[src/hw/rtl/dss_pkg.sv]
// Shared types and constants for the drum step sequencer.
// Holds field widths, register indexes, reset values and the
// command and status structs between the controller and the datapath.
package dss_pkg;

    localparam int unsigned INSTRUMENTS_DEF = 3;
    localparam int unsigned STEPS_DEF       = 16;

    localparam int unsigned SPS_W       = 20;
    localparam int unsigned SPB_W       = 22;
    localparam int unsigned FRAME_W     = 22;
    localparam int unsigned NOTE_W      = 7;
    localparam int unsigned VEL_W       = 7;
    localparam int unsigned CELL_IDX_W  = 6;
    localparam int unsigned CELL_W      = 8;
    localparam int unsigned CFG_IDX_W   = 3;
    localparam int unsigned CFG_DATA_W  = 22;

    localparam logic [CFG_IDX_W-1:0] CFG_SPS   = 3'd0;
    localparam logic [CFG_IDX_W-1:0] CFG_SPB   = 3'd1;
    localparam logic [CFG_IDX_W-1:0] CFG_NOTE0 = 3'd2;
    localparam logic [CFG_IDX_W-1:0] CFG_NOTE1 = 3'd3;
    localparam logic [CFG_IDX_W-1:0] CFG_NOTE2 = 3'd4;

    localparam logic [SPS_W-1:0]  SPS_RESET   = 20'd5512;
    localparam logic [SPB_W-1:0]  SPB_RESET   = 22'd22050;
    localparam logic [NOTE_W-1:0] NOTE0_RESET = 7'd36;
    localparam logic [NOTE_W-1:0] NOTE1_RESET = 7'd38;
    localparam logic [NOTE_W-1:0] NOTE2_RESET = 7'd42;

    localparam logic FUNC_TICK = 1'b0;
    localparam logic FUNC_CELL = 1'b1;
    localparam logic KIND_OFF  = 1'b0;
    localparam logic KIND_ON   = 1'b1;

    typedef struct packed {
        logic capture;
        logic cell_wr;
        logic set_run;
        logic clr_pos;
        logic clr_sound;
        logic load_pos;
        logic div_start;
        logic emit_off;
        logic emit_on;
        logic step_adv;
        logic frame_adv;
        logic flush;
    } t_cmd;

    typedef struct packed {
        logic playing;
        logic pos_valid;
        logic resync;
        logic was_running;
        logic phase_ok;
        logic div_done;
        logic phase_zero;
        logic sounding_cur;
        logic cell_on;
        logic emit_ok;
        logic out_free;
        logic pend_valid;
    } t_sts;

endpackage

[src/hw/rtl/drum_step_sequencer.sv]
// Drum step sequencer top level joining dss_ctrl and dss_datapath; depends on dss_pkg.
// A cell write is taken while idle. A frame tick visits read, note-off and note-on steps per
// instrument on a step boundary, and read and note-off steps per instrument on a stop.
// The remainder unit runs after a resync or a sixteenth-length write, and
// events wait for the output register to drain. Synchronous active-low reset restores the
// register defaults and clears transport state; the pattern memory is not cleared.
module drum_step_sequencer #(
    parameter int unsigned INSTRUMENTS = dss_pkg::INSTRUMENTS_DEF,
    parameter int unsigned STEPS       = dss_pkg::STEPS_DEF
) (
    input  logic                           i_clk,
    input  logic                           i_rst_n,
    input  logic                           i_cfg_valid,
    output logic                           o_cfg_ready,
    input  logic [dss_pkg::CFG_IDX_W-1:0]  i_cfg_index,
    input  logic [dss_pkg::CFG_DATA_W-1:0] i_cfg_data,
    input  logic                           i_valid,
    output logic                           o_stall,
    input  logic                           i_func,
    input  logic                           i_playing,
    input  logic                           i_position_valid,
    input  logic                           i_resync,
    input  logic [dss_pkg::FRAME_W-1:0]    i_position_frame,
    input  logic [dss_pkg::CELL_IDX_W-1:0] i_cell_index,
    input  logic [dss_pkg::CELL_W-1:0]     i_cell_value,
    output logic                           o_valid,
    input  logic                           i_stall,
    output logic                           o_note_kind,
    output logic [dss_pkg::NOTE_W-1:0]     o_note_number,
    output logic [dss_pkg::VEL_W-1:0]      o_velocity,
    output logic                           o_last
);

    localparam int unsigned IW = (INSTRUMENTS > 1) ? $clog2(INSTRUMENTS) : 1;

    dss_pkg::t_cmd cmd;
    dss_pkg::t_sts sts;
    logic [IW-1:0] inst;

    assign o_cfg_ready = 1'b1;

    dss_ctrl #(
        .INSTRUMENTS (INSTRUMENTS),
        .IW          (IW)
    ) u_ctrl (
        .i_clk   (i_clk),
        .i_rst_n (i_rst_n),
        .i_valid (i_valid),
        .i_func  (i_func),
        .o_stall (o_stall),
        .i_sts   (sts),
        .o_cmd   (cmd),
        .o_inst  (inst)
    );

    dss_datapath #(
        .INSTRUMENTS (INSTRUMENTS),
        .STEPS       (STEPS),
        .IW          (IW)
    ) u_datapath (
        .i_clk            (i_clk),
        .i_rst_n          (i_rst_n),
        .i_cfg_valid      (i_cfg_valid),
        .i_cfg_index      (i_cfg_index),
        .i_cfg_data       (i_cfg_data),
        .i_playing        (i_playing),
        .i_position_valid (i_position_valid),
        .i_resync         (i_resync),
        .i_position_frame (i_position_frame),
        .i_cell_index     (i_cell_index),
        .i_cell_value     (i_cell_value),
        .i_stall          (i_stall),
        .o_valid          (o_valid),
        .o_note_kind      (o_note_kind),
        .o_note_number    (o_note_number),
        .o_velocity       (o_velocity),
        .o_last           (o_last),
        .i_cmd            (cmd),
        .i_inst           (inst),
        .o_sts            (sts)
    );

endmodule

[src/hw/rtl/dss_mod.sv]
// Iterative remainder unit: one dividend bit per cycle, restoring form.
// Used by the datapath to find the frame phase within a sixteenth.
// Depends on nothing but its parameters.
module dss_mod #(
    parameter int unsigned DIVIDEND_W = 22,
    parameter int unsigned DIVISOR_W  = 20
) (
    input  logic                  i_clk,
    input  logic                  i_rst_n,
    input  logic                  i_start,
    input  logic [DIVIDEND_W-1:0] i_dividend,
    input  logic [DIVISOR_W-1:0]  i_divisor,
    output logic                  o_done,
    output logic [DIVISOR_W-1:0]  o_rem
);

    localparam int unsigned CW = $clog2(DIVIDEND_W);
    localparam logic [CW-1:0] CNT_LAST = CW'(DIVIDEND_W - 1);

    logic                  r_busy;
    logic [CW-1:0]         r_cnt;
    logic [DIVIDEND_W-1:0] r_dvd;
    logic [DIVISOR_W-1:0]  r_rem;
    logic [DIVISOR_W:0]    shifted;
    logic [DIVISOR_W:0]    diff;
    logic [DIVISOR_W-1:0]  n_rem;

    always_comb begin
        shifted = {r_rem, r_dvd[DIVIDEND_W-1]};
        diff    = shifted - {1'b0, i_divisor};
        if (shifted >= {1'b0, i_divisor}) begin
            n_rem = diff[DIVISOR_W-1:0];
        end else begin
            n_rem = shifted[DIVISOR_W-1:0];
        end
    end

    assign o_done = r_busy && (r_cnt == CNT_LAST);
    assign o_rem  = n_rem;

    always_ff @(posedge i_clk) begin
        if (!i_rst_n) begin
            r_busy <= 1'b0;
            r_cnt  <= '0;
        end else if (i_start) begin
            r_busy <= 1'b1;
            r_cnt  <= '0;
        end else if (r_busy) begin
            r_cnt <= r_cnt + 1'b1;
            if (r_cnt == CNT_LAST) begin
                r_busy <= 1'b0;
            end
        end
    end

    always_ff @(posedge i_clk) begin
        if (i_start) begin
            r_dvd <= i_dividend;
            r_rem <= '0;
        end else if (r_busy) begin
            r_dvd <= {r_dvd[DIVIDEND_W-2:0], 1'b0};
            r_rem <= n_rem;
        end
    end

endmodule

[src/hw/rtl/dss_ctrl.sv]
// Controller state machine of the drum step sequencer.
// Walks a tick through its decision step and, as needed, its phase, instrument and flush steps.
// Depends on dss_pkg for the command and status structs.
module dss_ctrl #(
    parameter int unsigned INSTRUMENTS = dss_pkg::INSTRUMENTS_DEF,
    parameter int unsigned IW          = 2
) (
    input  logic          i_clk,
    input  logic          i_rst_n,
    input  logic          i_valid,
    input  logic          i_func,
    output logic          o_stall,
    input  dss_pkg::t_sts i_sts,
    output dss_pkg::t_cmd o_cmd,
    output logic [IW-1:0] o_inst
);

    localparam logic [IW-1:0] INST_LAST = IW'(INSTRUMENTS - 1);

    localparam logic [3:0] S_IDLE  = 4'd0;
    localparam logic [3:0] S_TICK  = 4'd1;
    localparam logic [3:0] S_DIV   = 4'd2;
    localparam logic [3:0] S_CHECK = 4'd3;
    localparam logic [3:0] S_RD    = 4'd4;
    localparam logic [3:0] S_OFF   = 4'd5;
    localparam logic [3:0] S_ON    = 4'd6;
    localparam logic [3:0] S_ADV   = 4'd7;
    localparam logic [3:0] S_FLUSH = 4'd8;

    logic [3:0]    r_state;
    logic [3:0]    n_state;
    logic [IW-1:0] r_inst;
    logic [IW-1:0] n_inst;
    logic          r_stop_mode;
    logic          n_stop_mode;

    assign o_stall = (r_state != S_IDLE);
    assign o_inst  = r_inst;

    always_comb begin
        n_state     = r_state;
        n_inst      = r_inst;
        n_stop_mode = r_stop_mode;
        o_cmd       = '0;
        case (r_state)
            S_IDLE: begin
                if (i_valid) begin
                    if (i_func == dss_pkg::FUNC_CELL) begin
                        o_cmd.cell_wr = 1'b1;
                    end else begin
                        o_cmd.capture = 1'b1;
                        n_state       = S_TICK;
                    end
                end
            end
            S_TICK: begin
                o_cmd.set_run = 1'b1;
                n_inst        = '0;
                if (!i_sts.playing) begin
                    if (i_sts.was_running) begin
                        o_cmd.clr_pos = 1'b1;
                        n_stop_mode   = 1'b1;
                        n_state       = S_RD;
                    end else begin
                        n_state = S_IDLE;
                    end
                end else if (!i_sts.pos_valid) begin
                    o_cmd.clr_pos   = 1'b1;
                    o_cmd.clr_sound = 1'b1;
                    n_state         = S_IDLE;
                end else if (i_sts.resync || !i_sts.phase_ok) begin
                    o_cmd.load_pos  = i_sts.resync;
                    o_cmd.div_start = 1'b1;
                    n_state         = S_DIV;
                end else begin
                    n_state = S_CHECK;
                end
            end
            S_DIV: begin
                if (i_sts.div_done) begin
                    n_state = S_CHECK;
                end
            end
            S_CHECK: begin
                n_stop_mode = 1'b0;
                n_inst      = '0;
                n_state     = i_sts.phase_zero ? S_RD : S_ADV;
            end
            S_RD: begin
                n_state = S_OFF;
            end
            S_OFF: begin
                if (!i_sts.sounding_cur || i_sts.emit_ok) begin
                    o_cmd.emit_off = i_sts.sounding_cur;
                    if (!r_stop_mode) begin
                        n_state = S_ON;
                    end else if (r_inst == INST_LAST) begin
                        n_state = S_FLUSH;
                    end else begin
                        n_inst  = r_inst + 1'b1;
                        n_state = S_RD;
                    end
                end
            end
            S_ON: begin
                if (!i_sts.cell_on || i_sts.emit_ok) begin
                    o_cmd.emit_on = i_sts.cell_on;
                    if (r_inst == INST_LAST) begin
                        o_cmd.step_adv = 1'b1;
                        n_state        = S_ADV;
                    end else begin
                        n_inst  = r_inst + 1'b1;
                        n_state = S_RD;
                    end
                end
            end
            S_ADV: begin
                o_cmd.frame_adv = 1'b1;
                n_state         = S_FLUSH;
            end
            S_FLUSH: begin
                if (!i_sts.pend_valid) begin
                    n_state = S_IDLE;
                end else if (i_sts.out_free) begin
                    o_cmd.flush = 1'b1;
                    n_state     = S_IDLE;
                end
            end
            default: begin
                n_state = S_IDLE;
            end
        endcase
    end

    always_ff @(posedge i_clk) begin
        if (!i_rst_n) begin
            r_state     <= S_IDLE;
            r_inst      <= '0;
            r_stop_mode <= 1'b0;
        end else begin
            r_state     <= n_state;
            r_inst      <= n_inst;
            r_stop_mode <= n_stop_mode;
        end
    end

endmodule

[src/hw/rtl/dss_datapath.sv]
// Datapath of the drum step sequencer: configuration, pattern memory,
// transport counters, sounding flags, event buffer and output register.
// Depends on dss_pkg and on dss_mod for the frame phase.
module dss_datapath #(
    parameter int unsigned INSTRUMENTS = dss_pkg::INSTRUMENTS_DEF,
    parameter int unsigned STEPS       = dss_pkg::STEPS_DEF,
    parameter int unsigned IW          = 2
) (
    input  logic                             i_clk,
    input  logic                             i_rst_n,
    input  logic                             i_cfg_valid,
    input  logic [dss_pkg::CFG_IDX_W-1:0]    i_cfg_index,
    input  logic [dss_pkg::CFG_DATA_W-1:0]   i_cfg_data,
    input  logic                             i_playing,
    input  logic                             i_position_valid,
    input  logic                             i_resync,
    input  logic [dss_pkg::FRAME_W-1:0]      i_position_frame,
    input  logic [dss_pkg::CELL_IDX_W-1:0]   i_cell_index,
    input  logic [dss_pkg::CELL_W-1:0]       i_cell_value,
    input  logic                             i_stall,
    output logic                             o_valid,
    output logic                             o_note_kind,
    output logic [dss_pkg::NOTE_W-1:0]       o_note_number,
    output logic [dss_pkg::VEL_W-1:0]        o_velocity,
    output logic                             o_last,
    input  dss_pkg::t_cmd                    i_cmd,
    input  logic [IW-1:0]                    i_inst,
    output dss_pkg::t_sts                    o_sts
);

    localparam int unsigned DEPTH = INSTRUMENTS * STEPS;
    localparam int unsigned AW    = $clog2(DEPTH);
    localparam int unsigned SW    = $clog2(STEPS);
    localparam logic [SW-1:0] STEP_LAST = SW'(STEPS - 1);

    logic [dss_pkg::SPS_W-1:0]   r_sps;
    logic [dss_pkg::SPB_W-1:0]   r_spb;
    logic [dss_pkg::NOTE_W-1:0]  r_note0;
    logic [dss_pkg::NOTE_W-1:0]  r_note1;
    logic [dss_pkg::NOTE_W-1:0]  r_note2;

    logic [dss_pkg::FRAME_W-1:0] r_frame;
    logic [SW-1:0]               r_step;
    logic [dss_pkg::SPS_W-1:0]   r_phase;
    logic                        r_phase_ok;
    logic [INSTRUMENTS-1:0]      r_sounding;
    logic                        r_was_running;

    logic                        r_playing;
    logic                        r_pos_valid;
    logic                        r_resync;
    logic [dss_pkg::FRAME_W-1:0] r_pos;

    logic [dss_pkg::CELL_W-1:0]  r_mem [DEPTH];
    logic [dss_pkg::CELL_W-1:0]  r_cell;

    logic                        r_pend_valid;
    logic                        r_pend_kind;
    logic [dss_pkg::NOTE_W-1:0]  r_pend_note;
    logic [dss_pkg::VEL_W-1:0]   r_pend_vel;

    logic                        r_o_valid;
    logic                        r_o_kind;
    logic [dss_pkg::NOTE_W-1:0]  r_o_note;
    logic [dss_pkg::VEL_W-1:0]   r_o_vel;
    logic                        r_o_last;

    logic [dss_pkg::SPS_W-1:0]   sps_eff;
    logic [dss_pkg::SPB_W-1:0]   spb_eff;
    logic [AW-1:0]               rd_addr;
    logic [AW-1:0]               wr_addr;
    logic                        wr_en;
    logic                        cell_on;
    logic [dss_pkg::NOTE_W-1:0]  note_cur;
    logic                        emit;
    logic                        ev_kind;
    logic [dss_pkg::VEL_W-1:0]   ev_vel;
    logic                        out_free;
    logic                        push_out;
    logic [dss_pkg::FRAME_W:0]   frame_inc;
    logic                        frame_wrap;
    logic [dss_pkg::SPS_W:0]     phase_inc;
    logic                        phase_wrap;
    logic [dss_pkg::FRAME_W-1:0] div_dividend;
    logic                        div_done;
    logic [dss_pkg::SPS_W-1:0]   div_rem;

    assign sps_eff = (r_sps == '0) ? dss_pkg::SPS_W'(1) : r_sps;
    assign spb_eff = (r_spb == '0) ? dss_pkg::SPB_W'(1) : r_spb;

    assign rd_addr = AW'(32'(i_inst) * 32'(STEPS) + 32'(r_step));
    assign wr_addr = AW'(i_cell_index);
    assign wr_en   = i_cmd.cell_wr && (32'(i_cell_index) < 32'(DEPTH));

    assign cell_on = !r_cell[dss_pkg::CELL_W-1] && (r_cell[dss_pkg::VEL_W-1:0] != '0);

    always_comb begin
        if (i_inst == IW'(0)) begin
            note_cur = r_note0;
        end else if (i_inst == IW'(1)) begin
            note_cur = r_note1;
        end else begin
            note_cur = r_note2;
        end
    end

    assign emit     = i_cmd.emit_off || i_cmd.emit_on;
    assign ev_kind  = i_cmd.emit_on ? dss_pkg::KIND_ON : dss_pkg::KIND_OFF;
    assign ev_vel   = i_cmd.emit_on ? r_cell[dss_pkg::VEL_W-1:0] : '0;
    assign out_free = !r_o_valid || !i_stall;
    assign push_out = (emit && r_pend_valid) || i_cmd.flush;

    assign frame_inc  = {1'b0, r_frame} + 1'b1;
    assign frame_wrap = frame_inc >= {1'b0, spb_eff};
    assign phase_inc  = {1'b0, r_phase} + 1'b1;
    assign phase_wrap = phase_inc == {1'b0, sps_eff};

    assign div_dividend = r_resync ? r_pos : r_frame;

    dss_mod #(
        .DIVIDEND_W (dss_pkg::FRAME_W),
        .DIVISOR_W  (dss_pkg::SPS_W)
    ) u_mod (
        .i_clk      (i_clk),
        .i_rst_n    (i_rst_n),
        .i_start    (i_cmd.div_start),
        .i_dividend (div_dividend),
        .i_divisor  (sps_eff),
        .o_done     (div_done),
        .o_rem      (div_rem)
    );

    always_ff @(posedge i_clk) begin
        if (!i_rst_n) begin
            r_sps         <= dss_pkg::SPS_RESET;
            r_spb         <= dss_pkg::SPB_RESET;
            r_note0       <= dss_pkg::NOTE0_RESET;
            r_note1       <= dss_pkg::NOTE1_RESET;
            r_note2       <= dss_pkg::NOTE2_RESET;
            r_frame       <= '0;
            r_step        <= '0;
            r_phase       <= '0;
            r_phase_ok    <= 1'b1;
            r_sounding    <= '0;
            r_was_running <= 1'b0;
            r_pend_valid  <= 1'b0;
            r_o_valid     <= 1'b0;
        end else begin
            if (i_cfg_valid) begin
                case (i_cfg_index)
                    dss_pkg::CFG_SPS: begin
                        r_sps      <= i_cfg_data[dss_pkg::SPS_W-1:0];
                        r_phase_ok <= 1'b0;
                    end
                    dss_pkg::CFG_SPB: begin
                        r_spb <= i_cfg_data[dss_pkg::SPB_W-1:0];
                    end
                    dss_pkg::CFG_NOTE0: begin
                        r_note0 <= i_cfg_data[dss_pkg::NOTE_W-1:0];
                    end
                    dss_pkg::CFG_NOTE1: begin
                        r_note1 <= i_cfg_data[dss_pkg::NOTE_W-1:0];
                    end
                    dss_pkg::CFG_NOTE2: begin
                        r_note2 <= i_cfg_data[dss_pkg::NOTE_W-1:0];
                    end
                    default: begin
                    end
                endcase
            end

            if (i_cmd.set_run) begin
                r_was_running <= r_playing;
            end

            if (i_cmd.clr_pos) begin
                r_frame    <= '0;
                r_step     <= '0;
                r_phase    <= '0;
                r_phase_ok <= 1'b1;
            end else if (i_cmd.load_pos) begin
                r_frame    <= r_pos;
                r_phase_ok <= 1'b0;
            end else if (div_done) begin
                r_phase    <= div_rem;
                r_phase_ok <= 1'b1;
            end else if (i_cmd.frame_adv) begin
                if (frame_wrap) begin
                    r_frame <= '0;
                    r_phase <= '0;
                end else begin
                    r_frame <= frame_inc[dss_pkg::FRAME_W-1:0];
                    r_phase <= phase_wrap ? '0 : phase_inc[dss_pkg::SPS_W-1:0];
                end
            end

            if (i_cmd.step_adv) begin
                r_step <= (r_step == STEP_LAST) ? '0 : r_step + 1'b1;
            end

            if (i_cmd.clr_sound) begin
                r_sounding <= '0;
            end else if (i_cmd.emit_off) begin
                r_sounding[i_inst] <= 1'b0;
            end else if (i_cmd.emit_on) begin
                r_sounding[i_inst] <= 1'b1;
            end

            if (emit) begin
                r_pend_valid <= 1'b1;
            end else if (i_cmd.flush) begin
                r_pend_valid <= 1'b0;
            end

            if (push_out) begin
                r_o_valid <= 1'b1;
            end else if (r_o_valid && !i_stall) begin
                r_o_valid <= 1'b0;
            end
        end
    end

    always_ff @(posedge i_clk) begin
        if (i_cmd.capture) begin
            r_playing   <= i_playing;
            r_pos_valid <= i_position_valid;
            r_resync    <= i_resync;
            r_pos       <= i_position_frame;
        end
        if (wr_en) begin
            r_mem[wr_addr] <= i_cell_value;
        end
        r_cell <= r_mem[rd_addr];
        if (emit) begin
            r_pend_kind <= ev_kind;
            r_pend_note <= note_cur;
            r_pend_vel  <= ev_vel;
        end
        if (push_out) begin
            r_o_kind <= r_pend_kind;
            r_o_note <= r_pend_note;
            r_o_vel  <= r_pend_vel;
            r_o_last <= i_cmd.flush;
        end
    end

    assign o_valid       = r_o_valid;
    assign o_note_kind   = r_o_kind;
    assign o_note_number = r_o_note;
    assign o_velocity    = r_o_vel;
    assign o_last        = r_o_last;

    always_comb begin
        o_sts              = '0;
        o_sts.playing      = r_playing;
        o_sts.pos_valid    = r_pos_valid;
        o_sts.resync       = r_resync;
        o_sts.was_running  = r_was_running;
        o_sts.phase_ok     = r_phase_ok;
        o_sts.div_done     = div_done;
        o_sts.phase_zero   = (r_phase == '0);
        o_sts.sounding_cur = r_sounding[i_inst];
        o_sts.cell_on      = cell_on;
        o_sts.emit_ok      = !r_pend_valid || out_free;
        o_sts.out_free     = out_free;
        o_sts.pend_valid   = r_pend_valid;
    end

endmodule

[config.mk]
export PLATFORM = sky130hd
export DESIGN_NAME = drum_step_sequencer
export DESIGN_NICKNAME = d
export VERILOG_FILES = /design/src/hw/rtl/dss_pkg.sv /design/src/hw/rtl/drum_step_sequencer.sv /design/src/hw/rtl/dss_mod.sv /design/src/hw/rtl/dss_ctrl.sv /design/src/hw/rtl/dss_datapath.sv
export SDC_FILE = /design/constraint.sdc
export NUM_CORES = 1
export LEC_CHECK = 0
export ABC_AREA = 1
export BUFFER_PORTS_ARGS = -buffer_cell sky130_fd_sc_hd__buf_4
export CAP_MARGIN = 40
export CORE_UTILIZATION = 30
export DETAILED_ROUTE_END_ITERATION = 6
export GPL_TIMING_DRIVEN = 1
export SLEW_MARGIN = 10
export SYNTH_ARGS = -nofsm -noshare
export SYNTH_HDL_FRONTEND = slang
export SYNTH_SLANG_ARGS = --single-unit
[constraint.sdc]
create_clock -name i_clk -period 3.5 [get_ports i_clk]
set_input_delay 0 -clock i_clk [delete_from_list [all_inputs] [get_ports i_clk]]
set_output_delay 0 -clock i_clk [all_outputs]
set_load 0.05 [all_outputs]
* After elaboration in Yosys (flattened, before gate mapping)
Memory sizes are Yosys's and may differ from the RTL's. A register that Yosys moved wholly into a read port is not among the register bits.
Index checks and enable logic that the tools add are counted.
** Cells by class
- $add $sub $neg :: 7
- $mul :: 0
- Div/mod/pow operators :: 0
- $lt $le $gt $ge :: 5
- Eq/ne operators :: 27
- Shift operators :: 0
- Muxes and demuxes :: 83
- Bitwise operators :: 5
- Reduce and logical (&&, ||, !) cells :: 54
** Operators with widths (count)
- $mux W22 :: 8
- $mux W20 :: 6
- $mux W4 :: 13
- $logic_not A20 Y1 :: 2
- $pmux W4 S9 :: 1
- $mux W1 :: 30
- $mux W2 :: 14
- $add A22 B1 Y23 const B :: 1
- $ge A23 B22 Y1 :: 1
- $logic_not A22 Y1 :: 1
- $add A20 B1 Y21 const B :: 1
- $eq A21 B20 Y1 :: 1
- $ge A21 B20 Y1 :: 1
- $sub A20 B20 Y20 :: 1
- $eq A4 B3 Y1 const B :: 4
- $reduce_and A2 Y1 :: 8
- $reduce_bool A2 Y1 :: 8
- $mux W7 :: 2
- $mux W3 :: 4
- $ne A2 B1 Y1 const B :: 5
- $reduce_bool A3 Y1 :: 3
- $eq A4 B2 Y1 const B :: 2
- $eq A4 B4 Y1 const B :: 2
- $ne A2 B2 Y1 const B :: 4
- other kinds (36) :: 58
** Word-level totals
- Bits in registers :: 227
- Bits in latches :: 0
- Bits in writable memories :: 384
- ROM bits :: 0
- Bits of input ports :: 70
- Logic and storage cells :: 213
- Memories kept :: 1
** Memories
- u_datapath.r_mem :: depth 48, bits a word 8, rd ports 1, clocked after Yosys merged registers in 1, wr ports 1, line dss_datapath.sv:54 : logic [dss_pkg::CELL_W-1:0] r_mem [DEPTH];

* Depth between registers and ports, before layout
- Word-level depth :: 10
- Depth in mapped cells :: 22
- Depth with buffers taken out :: 21

* Hierarchy
Synthesis repeated with hierarchy kept, for this count alone.
** Second synthesis, totals
- Cell total of the unflattened synthesis :: 3063
- Area total of the unflattened synthesis :: 28886.5 um2
** Modules (own cells, without submodules)
- dss_datapath :: times used 1, cells each 2391, area an instance 24646.1 um2, seq. area each 15695.1 um2
- dss_mod :: times used 1, cells each 552, area an instance 3562.2 um2, seq. area each 1181.1 um2
- dss_ctrl :: times used 1, cells each 118, area an instance 666.9 um2, seq. area each 140.1 um2
- drum_step_sequencer :: times used 1, cells each 2, area an instance 11.3 um2, seq. area each 0.0 um2

* Worst setup path before layout
No wires, ideal clock.
- Kind :: reg2reg
- From :: reg u_ctrl.r_state[0]
- To :: reg u_datapath.r_playing (enable)
- Arrival :: 2.691 ns
- Setup slack :: 0.371 ns
- Cell stages (with the launch flop) :: 6
- Buffers on the path :: 0
- Period minus slack after synthesis :: 3.129 ns
- Cells stage by stage :: dfxtp_1 -> nor2_1 -> inv_1 -> nor2_1 -> inv_1 -> nor3_1
** RTL lines
- from (decl) :: line dss_ctrl.sv:30 : logic [3:0] r_state;
- from (signal assigned) :: line dss_ctrl.sv:141 : r_state <= n_state;
- to (signal assigned) :: line dss_datapath.sv:225 : r_playing <= i_playing;
- to (decl) :: line dss_datapath.sv:49 : logic r_playing;

* Final worst setup path
- From :: reg u_datapath.r_frame[2] (netlist bit)
- To :: reg u_datapath.r_phase[2] (netlist bit)
** Between the ends
- Word-level cells in the longest chain between the ends :: 5
** RTL lines
- from (decl) :: line dss_datapath.sv:42 : logic [dss_pkg::FRAME_W-1:0] r_frame;
- from (signal assigned) :: line dss_datapath.sv:182 : r_frame <= r_pos;
- from (signal assigned) :: line dss_datapath.sv:192 : r_frame <= frame_inc[dss_pkg::FRAME_W-1:0];
- $add A22 B1 Y23 :: line dss_datapath.sv:113 : assign frame_inc = {1'b0, r_frame} + 1'b1;
- $ge A23 B22 Y1 :: line dss_datapath.sv:114 : assign frame_wrap = frame_inc >= {1'b0, spb_eff};
- $mux W20 :: line dss_datapath.sv:188 : if (frame_wrap) begin
- $mux W20 :: line dss_datapath.sv:187 : end else if (i_cmd.frame_adv) begin
- $mux W20 :: line dss_datapath.sv:184 : end else if (div_done) begin
- to (signal assigned) :: line dss_datapath.sv:185 : r_phase <= div_rem;
- to (signal assigned) :: line dss_datapath.sv:193 : r_phase <= phase_wrap ? '0 : phase_inc[dss_pkg::SPS_W-1:0];
- to (decl) :: line dss_datapath.sv:44 : logic [dss_pkg::SPS_W-1:0] r_phase;
No other way between the ends. The select of a mux whose other input is x is not followed.
A chain may end at the register's enable or synchronous reset.

==> qor.yml <==
placed_design:
  post-place-cells: 4183
  hpwlAfterDp_um: 53000
  gp_congestion: 0.924
  portBuffers: 87
routing:
  routedWlPerCell_um: 18.3
  via_count: 21600
  drt_iter0_drc: 1665
  vias_per_cell: 4.93
  postRouteAntennaNets: 0
  dr.pass1.iters: 5
  wirelength_um: 80400
  drc_errors: 0
critical_path:
  crit_family: "simple AND/OR/NAND/NOR gates"
  required_ns: 4.01
  worstPathArrival_ns: 3.68
  crit_path_cell_trace: "nand3_1 > nor3_2 > nand3_2 > nor3_4 > nand2_1 > xor2_1 > ha_1 > nand2_1 > inv_1 > nand4_1 > nor2_1 > nand3_1 > a21oi_1 > nor2_1 > nand3_1 > buf_12 > nor2_1 > nand2_1 > nand3_1 > nand2_1 > inv_1"
  crit_path_end_kind: "flop"
  start_kind: "flop"
  critPathMaxStageDelay_ns: 0.42
  crit_fanout: 20
  reg2reg_slack_ns: 0.33
  critPathSlowestCell: "dfxtp_1"
  setup.worst_path.class: "flop to flop"
  cp_num_buf_inv: 3
synthesis:
  syn_inst: 2886
  synth_edf_count: 462
  synth.ff_latch_count: 619
  ys_async_sr_fraction_pct: 0
  yosysWarnings: 0
  post-synth-top-area-fraction_pct: 49.6
  ys_types: 51
  syn_area_um2: 28000
  synth_ff_type: "edfxtp_1"
  synthTopCellsByArea: "edfxtp_1 50%, dfxtp_1 11%, nand2_1 6.9%"
  synth_area_leader_cell: "edfxtp_1"
  syn_area_per_cell_um2: 9.69
  synth_nets: 3010
  seq_area_frac_synth_pct: 60.8
global_routing:
  grt_max_degree: 196
  grt_pass1_vias: 20900
  gr-usage-met2_pct: 27.6
  grt.total_usage_pct: 16.8
  grt.overflow.total: 0
  grt_antenna_before_repair: 3
  top_usage_layer: "met2"
  grt_use_met3_pct: 2.62
  grt_use_met1_pct: 22.5
  grt_pass1_wl_um: 122000
cts:
  clk-insertion-delay-late_ns: 0.63
  numClockSinks: 619
  cts_buffers: 71
  cts_tree: "done"
  cts_root_buf: "clkbuf_16"
  clkTransAtPathRegs_ns: 0.06
  cts_buffer_depth: 3
  htree_levels: 3
final_layout:
  drive_above_1_share_pct: 10.9
  layout_commonest_cell: "nand2_1"
  area_growth_pct: 20.1
  finalNonFillerCells: 4389
  seq_area_um2: 17000
  final_cell_mix: "512 x nand2_1, 462 x edfxtp_1, 404 x nor2_1"
  nFillCells: 9239
  nets: 3213
  multi_input_area_um2: 9560
pwr:
  p_sw_uw: 5110
  p_sw_share_pct: 27.9
  irDropWorstVdd_mv: 0.384
  p_clk_share_pct: 39.4
  seq_power_share_pct: 45.3
  powerDensity_nw_per_um2: 545
  leakagePower_uw: 0.0123
  comb_power_share_pct: 15.2
  internal_power_uw: 13200
timing:
  fmax_mhz: 315
  tightestPinTransition_ns: 1.00
  tns_ns: 0
  drv_slew: 0
  clock_skew_ns: 0.0352
  finalCriticalPeriod_ns: 3.17
  maxSlewHeadroom_pct: 33.3
  final_hold_viol_count: 0
  setup_viol: 0
  period_share_pct: 90.6
floorplanning:
  core_area_um2: 91900
  rows: 111
  io_pins: 89
  die_height_um: 307
  dieArea_um2: 94400
  initial_core_util_pct: 30.4
  die_width_um: 307
run:
  maxCapViolations: 0
min_path:
  hp-class: "primary input to flop"
status:
  status: "finished clean"
stage by stage:
stage / hold slack [ns] / total power, uW / worst slack (ns) / utilization, % / area (um^2)
2_1_floorplan: 0.0989 / 10200 / 0.371 / - / 28000
3_3_place_gp: 0.180 / 11100 / 0.304 / 33.2 / 30500
3_5_place_dp: 0.182 / 11100 / 0.169 / 33.2 / 30500
4_1_cts: 0.0268 / 18400 / 0.122 / 36.4 / 33500
5_1_grt: 0.0701 / 19000 / -0.0202 / 36.5 / 33600
6_report: 0.0199 / 18300 / 0.328 / 36.5 / 33600
kinds of logic after synthesis:
logic type | after synthesis | share of synthesized area, %
compound gates | 636 | 13.0
buf+inv | 376 | 5.20
xor+xnor | 41 | 1.33
simple gates | 1159 | 17.2
fa+ha+maj | 54 | 2.44
other cells | 1 | 0.0134
flops | 619 | 60.8
registers in the layout (all words and copies together), names as in the netlist, 7 cells and up, named ones only:
register                  cells
u_datapath.o_note_number      7
u_datapath.r_note0            7
u_datapath.r_phase           20
u_datapath.r_note1            7
u_datapath.o_velocity         7
u_datapath.r_spb             22
u_datapath.r_sps             20
u_datapath.r_cell             8
u_datapath.r_pend_vel         7
u_datapath.r_mem            384
u_datapath.u_mod.r_rem       20
u_datapath.r_pend_note        7
u_datapath.u_mod.r_dvd       22
u_datapath.r_note2            7
u_datapath.r_frame           22
u_datapath.r_pos             22
cell type report:
cell class,instances,area share [%]
repair buffers,267,6.86
flip-flops and latches,619,50.7
clock buffers,92,5.71
clock inverters,37,0.991
well taps,1243,4.63
diodes,1,0.00745
inverters,239,2.68
multi-input cells,1891,28.5
worst paths after layout:
check,startpoint,end,depth (start not counted)
max,u_datapath.r_frame[2],u_datapath.r_phase[2],21
min,i_cfg_valid,u_datapath.r_note1[3],5
max reg2reg,u_datapath.r_frame[2],u_datapath.r_phase[2],21
min reg2reg,u_datapath.r_pend_note[5],u_datapath.o_note_number[5],0
cells in the mapped netlist, types with 18 or more instances:
library cell,instances
dfxtp_1,157
inv_1,232
xor2_1,27
o221ai_1,38
clkbuf_1,111
o21ai_0,299
nand3_1,135
nor3_1,27
edfxtp_1,462
nand2_1,512
a21oi_1,113
ha_1,53
o22ai_1,63
nand4_1,42
nor2_1,408
o211ai_1,30
buf_2,18
a31oi_1,58
what timing repair did:
action | in CTS | in global routing
hold endpoints to repair | 511 | 0
buffers inserted | 0 | 3
hold buffers | 73 | 0
setup endpoints to repair | 0 | 42
resized for setup | 0 | 14
worst min-delay path, delay by kind of cell:
family | cells | cell delay, ns
simple gates | 2 | 0.30
compound gates | 1 | 0.11
buf+inv | 2 | 0.16
power groups by stage:
stage,logic (uW),clock network [uW],registers (uW)
6_report,2790,7220,8290
5_1_grt,3100,7630,8320
4_1_cts,2770,7360,8290
3_5_place_dp,2690,0,8450
3_3_place_gp,2670,0,8450
2_1_floorplan,1800,0,8400
metal layers:
layer,wire length (um),share of wire [%],vias to the layer above
li1,-,-,10500
met5,13,0.016,-
met1,36300,45,10400
met2,37500,47,603
met4,2280,2.8,2
met3,4360,5.4,140
Power figures use the tool's default switching activity.
